==> src/sv/pjbm_pkg.sv <==
// Package with shared constants, codes and command types for the jitter buffer mixer.
`timescale 1ns / 1ps
package pjbm_pkg;

  // Sizes of the peer buffers and the sample store.
  localparam int PEER_COUNT   = 8;
  localparam int JITTER_DEPTH = 4;
  localparam int FRAME_MAX    = 1024;

  // Item actions.
  localparam logic [1:0] ACT_PUSH  = 2'd0;
  localparam logic [1:0] ACT_PLAY  = 2'd1;
  localparam logic [1:0] ACT_DROP  = 2'd2;
  localparam logic [1:0] ACT_UNDEF = 2'd3;

  // Push status codes.
  localparam logic [1:0] ST_STORED  = 2'd0;
  localparam logic [1:0] ST_STALE   = 2'd1;
  localparam logic [1:0] ST_EVICTED = 2'd2;
  localparam logic [1:0] ST_NOPUSH  = 2'd3;

  // Configuration register indexes.
  localparam logic [0:0] REG_PRIME_DEPTH  = 1'd0;
  localparam logic [0:0] REG_FRAME_LENGTH = 1'd1;

  // Clip limits of the mix.
  localparam int SAMPLE_MAX = 32767;
  localparam int SAMPLE_MIN = -32768;

  // Commands from the controller to the datapath.
  typedef struct packed {
    logic load;    // capture the input item
    logic exec;    // perform bookkeeping of a push, drop or play start
    logic rd_req;  // issue a memory read for the current peer
    logic acc;     // accumulate the sample returned by the memory
    logic finish;  // clip, pop, and drive the result
  } pjbm_cmd_t;

  // Status from the datapath to the controller.
  typedef struct packed {
    logic is_play;
    logic last_peer;
  } pjbm_sts_t;

endpackage

==> src/sv/pjbm_ctrl.sv <==
// Controller state machine that sequences one item through the datapath.
`timescale 1ns / 1ps
module pjbm_ctrl (
  input  logic               clk_i,
  input  logic               rst_ni,
  input  logic               start_i,
  output logic               busy_o,
  input  pjbm_pkg::pjbm_sts_t sts_i,
  output pjbm_pkg::pjbm_cmd_t cmd_o
);

  localparam logic [2:0] S_IDLE = 3'd0;
  localparam logic [2:0] S_EXEC = 3'd1;
  localparam logic [2:0] S_READ = 3'd2;
  localparam logic [2:0] S_WAIT = 3'd3;
  localparam logic [2:0] S_DONE = 3'd4;

  logic [2:0] state_q, state_d;

  // Next state and commands.
  always_comb begin
    state_d = state_q;
    cmd_o   = '0;
    case (state_q)
      S_IDLE: begin
        if (start_i) begin
          cmd_o.load = 1'b1;
          state_d    = S_EXEC;
        end
      end
      S_EXEC: begin
        cmd_o.exec = 1'b1;
        state_d    = sts_i.is_play ? S_READ : S_DONE;
      end
      S_READ: begin
        cmd_o.rd_req = 1'b1;
        state_d      = S_WAIT;
      end
      S_WAIT: begin
        cmd_o.acc = 1'b1;
        state_d   = sts_i.last_peer ? S_DONE : S_READ;
      end
      S_DONE: begin
        cmd_o.finish = 1'b1;
        state_d      = S_IDLE;
      end
      default: state_d = S_IDLE;
    endcase
  end

  // State register.
  always_ff @(posedge clk_i or negedge rst_ni) begin
    if (!rst_ni) begin
      state_q <= S_IDLE;
    end else begin
      state_q <= state_d;
    end
  end

  assign busy_o = (state_q != S_IDLE);

endmodule

==> config.mk <==
export PLATFORM = sky130hd
export DESIGN_NAME = pjbm_ctrl
export DESIGN_NICKNAME = d
export VERILOG_FILES = /design/src/sv/pjbm_pkg.sv /design/src/sv/pjbm_ctrl.sv
export SDC_FILE = /design/constraint.sdc
export NUM_CORES = 1
export LEC_CHECK = 0
export ABC_CLOCK_PERIOD_IN_PS = 1000
export BUFFER_PORTS_ARGS = -buffer_cell sky130_fd_sc_hd__buf_2
export CORE_AREA = 8 8 45 47
export DETAILED_ROUTE_END_ITERATION = 8
export DIE_AREA = 0 0 53 55
export HOLD_SLACK_MARGIN = 0.05
export PLACE_DENSITY = 0.32
export SYNTH_ARGS = -nofsm -noshare
export SYNTH_HDL_FRONTEND = slang
export SYNTH_SLANG_ARGS = --single-unit
==> constraint.sdc <==
create_clock -name clk_i -period 1 [get_ports clk_i]
set_input_delay 0.15 -clock clk_i [delete_from_list [all_inputs] [get_ports clk_i]]
set_output_delay 0.15 -clock clk_i [all_outputs]
set_load 0.03 [all_outputs]
## Yosys cells after proc, flatten, opt, wreduce, memory -nomap -nowiden

Cells that the tools add are included.

| storage, ports and cells | value |
|---|---|
| word-level logic and storage cells | 18 |
| input port bits | 5 |
| output and inout bits | 6 |
| register bits after elaboration | 3 |

| cells by class | value |
|---|---|
| reductions and logical operators | 2 |
| mux-type cells | 10 |
| equal/unequal tests | 5 |

Operators with widths:

| operator | count |
|---|---|
| case mux 3 bit (4 select lines) | 1 |
| two-way mux 3 bit | 3 |
| == test 3 x 2 -> 1 bit (second input constant) | 2 |
| two-way mux 1 bit | 6 |
| == test 3 x 1 -> 1 bit (second input constant) | 1 |
| == test 3 bit (second input constant) | 1 |
| zero test 3 bit | 1 |
| nonzero test 3 bit | 1 |
| != test 2 bit (second input constant) | 1 |

## Logic depth before layout (Yosys ltp)

| logic depth | value |
|---|---|
| depth in word-level cells | 2 |
| depth in mapped cells | 3 |
| gate-level depth less buffers | 2 |

## Worst setup path before layout

No wires, ideal clock.

| timing path | value |
|---|---|
| path kind | register -> output |
| from | register state_q[1] |
| to | output cmd_o[0] (netlist bit) |
| cell stages (with the launch flop) | 3 |
| path buffers | 1 |
| arrival | 1.228 ns |
| setup slack | -0.378 ns |
| required time | 0.850 ns |
| cells stage by stage | dfrtp_1 buf_6 nor3b_1 |

RTL lines:

| item | RTL line | source |
|---|---|---|
| start: declaration | pjbm_ctrl.sv:18 | `logic [2:0] state_q, state_d;` |
| start signal: assignment | pjbm_ctrl.sv:56 | `state_q <= state_d;` |
| end: declaration | pjbm_ctrl.sv:9 | `output pjbm_pkg::pjbm_cmd_t cmd_o` |

==> flow_summary.yaml <==
logic_synthesis:
  synth.avg_cell_area_um2: 9.63
  synth.cell_area_um2: 193
  synth_compound_area_share_pct: 10.4
  syn-instance-count: 20
  synth_top_family_by_area: "simple AND/OR/NAND/NOR gates"
  muxShareOfSynthArea_pct: 0
  yosys_warnings: 0
  ys_seq_area_share_pct: 39.0
  synth_xor_area_share_pct: 0
  yosys.area_share.simple_pct: 42.9
  yosysUniqueCellTypes: 15
  yosys.area_share.adder_pct: 0
  ys_seq_elements: 3
  syn-num-nets: 25
floorplanning:
  die_y_um: 55
  pin_count: 11
  core-area_mm2: 0.00138
  start_util_pct: 13.9
  die-area_mm2: 0.00292
  num_rows: 14
  die_x_um: 53
placement:
  portBuffers: 10
  dp_cells: 48
  gp_congestion: 0.605
  place_hpwl_um: 420
worst_setup_path:
  cp_cell_sequence: "or3_4 > nor2_4 > buf_6"
  ff2ff_path_depth: 5
  cp-end-kind: "output pin"
  path_max_fanout: 2
  worstReg2RegStart: "state_q[0]"
  slowest_delay_ns: 0.39
  path_depth: 3
  worstPathArrival_ns: 1.21
  required_ns: 0.85
  r2r_slack_ns: -0.04
  cp_num_buf_inv: 1
  slowest_stage: "or3_4"
  crit_family: "simple AND/OR/NAND/NOR gates"
  crit_type: "reg -> out"
  cp-start-kind: "register"
  r2r-end: "state_q[1]"
final_layout:
  antenna_cells: 0
  top_register: "state_q"
  top_regs: "state_q x3"
  final_nets: 45
  largest_reg_flops: 3
  syn_to_final_growth_pct: 97.4
  final_core_util_pct: 27.5
  fill_cells: 151
  drive_gt1_share_pct: 69.2
  fin_cells: 55
  register_area_um2: 75.1
  multi_input_comb_area_um2: 130
routing:
  via_per_inst: 3.71
  drtAntennaViolNets: 0
  drtIter0Drc: 4
  avgRoutedWirePerCell_um: 10.3
  wl_um: 564
  drc_errors: 0
  firstDrtPassIters: 4
  num_vias: 204
sta:
  slew_violations: 0
  rsz0062_at_grt: "true"
  post-route-min-period_ns: 1.36
  fin_setup_tns_ns: -1.74
  setup_viol: 8
  relSlewSlack_pct: 90.0
  fin_worst_skew_ns: 0.00302
  whs_ns: 0.189
  period_share_pct: 136
  finalWorstSetupSlack_ns: -0.361
  final_hold_viol_count: 0
  fmax_mhz: 735
  tightest_slew_ns: 0.148
global_route:
  grt_max_degree: 10
  grt_pass1_vias: 205
  antenna_found_initial: 0
  grt_use_total_pct: 4.37
  grt_pass1_wl_um: 883
  grt-ovfl-total: 0
worst_hold_path:
  min_to: "state_q[2]"
  holdPathStages: 3
  min_from: "sts_i[1]"
  worst_hold_path_type: "in -> reg"
pwr:
  netSwitchingPower_mw: 0.571
  pwr-share-seq_pct: 15.6
  clock_power_share_pct: 15.5
  p_int_mw: 0.752
  peakVddDrop_mv: 0.655
  combPwrFrac_pct: 68.9
  leakagePower_nw: 0.183
  sw_frac_of_total_pct: 43.2
  power_density_mw_per_mm2: 3480
run_status:
  outcome: "complete, but fails checks"
  violations: "setup timing"
clocking:
  clkTransAtPathRegs_ns: 0.03
  clk_path_buf_depth: 2
  clk_latency_ns: 0.23
  root_buffer: "clkbuf_4"
  cts_sinks: 3
  cts_tree: "yes"
  cts_max_level: 1
  cts_buffers: 3
job:
  maxCapViolations: 0
-- logic make-up (layout without fill, tap and decap cells) --
group | count (synthesis) | after routing
buffers and inverters | 2 | 21
flip-flops | 3 | 3
AND/OR/NAND/NOR | 12 | 12
AO/OA/AOI/OAI | 3 | 3
-- stage by stage --
stage / total power [mW] / area [um^2] / setup slack [ns]
3_3_place_gp: 0.942 / 294 / -0.168
4_1_cts: 1.24 / 350 / -0.368
3_5_place_dp: 0.953 / 294 / -0.181
2_1_floorplan: 0.750 / 213 / -0.266
6_report: 1.32 / 380 / -0.361
5_1_grt: 1.43 / 380 / -0.409
-- how the worst max path moves through the flow --
| stage | to | start | slack, ns |
|---|---|---|---|
| floorplan | cmd_o[4] | state_q[1] | -0.27 |
| global placement | cmd_o[4] | state_q[2] | -0.17 |
| detailed placement | cmd_o[4] | state_q[2] | -0.18 |
| CTS | cmd_o[4] | state_q[1] | -0.37 |
| global route | cmd_o[4] | state_q[1] | -0.41 |
| finish | cmd_o[4] | state_q[2] | -0.36 |
-- worst min-delay path: stages --
cell and delay [ns]:
buf_2 0.08, or2_2 0.10, a21oi_2 0.04
-- power groups by stage --
stage               Clock [mW]  Sequential [mW]  Combinational [mW]
floorplan                    0            0.241               0.508
global placement             0            0.198               0.743
detailed placement           0            0.201               0.752
CTS                      0.218            0.200               0.825
global route             0.239            0.215               0.980
finish                   0.206            0.206               0.912
-- per-layer routing --
layer	track usage, %	part of all wire [%]	up-vias
met3	3.21	6.4	0
met5	0	0	-
met2	7.03	51	5
li1	-	-	106
met1	3.50	42	93
met4	3.88	0	0
-- Yosys cell counts --
cell      n  area share (%)
nand2b_1  1             3.2
a21bo_1   1             5.2
nor2_1    1             1.9
buf_6     1             5.8
nor2_2    1             3.2
or2_2     1             3.2
and3b_2   1             5.2
nor3_1    1             2.6
dfrtp_1   3              39
or3_4     1             5.8
inv_1     1             1.9
nand2_1   1             1.9
nand3b_1  1             3.9
nor3b_1   3              12
a21oi_1   2             5.2
-- repair_timing --
item | CTS | global route
buffers inserted | 0 | 3
hold endpoints to repair | 3 | 0
hold buffers | 1 | 0
setup endpoints to repair | 7 | 7
pin swaps | 1 | 1
gates resized for setup | 7 | 4
-- cell usage in the layout, fill, tap and decap left out --
master | synthesis | final
a21bo_1 | 1 | 1
nor2_4 | 0 | 1
dfrtp_1 | 3 | 3
or2_2 | 1 | 1
nand2b_1 | 1 | 1
clkbuf_1 | 0 | 1
or3_4 | 1 | 1
and3b_2 | 1 | 1
a21oi_2 | 0 | 2
nor3b_2 | 0 | 3
inv_1 | 1 | 1
clkbuf_4 | 0 | 3
nor3_1 | 1 | 1
buf_6 | 1 | 4
nand3b_1 | 1 | 1
dlygate4sd3_1 | 0 | 1
nor2_1 | 1 | 1
buf_2 | 0 | 5
nand2_1 | 1 | 1
buf_4 | 0 | 6
-- area by class of cell --
class,instances,area share (%)
repair buffers,16,32.9
inverters,1,0.987
multi-input cells,15,34.2
clock buffers,4,6.91
flip-flops and latches,3,19.7
well taps,16,5.26
No activity file was read; power rests on OpenSTA's default activity.
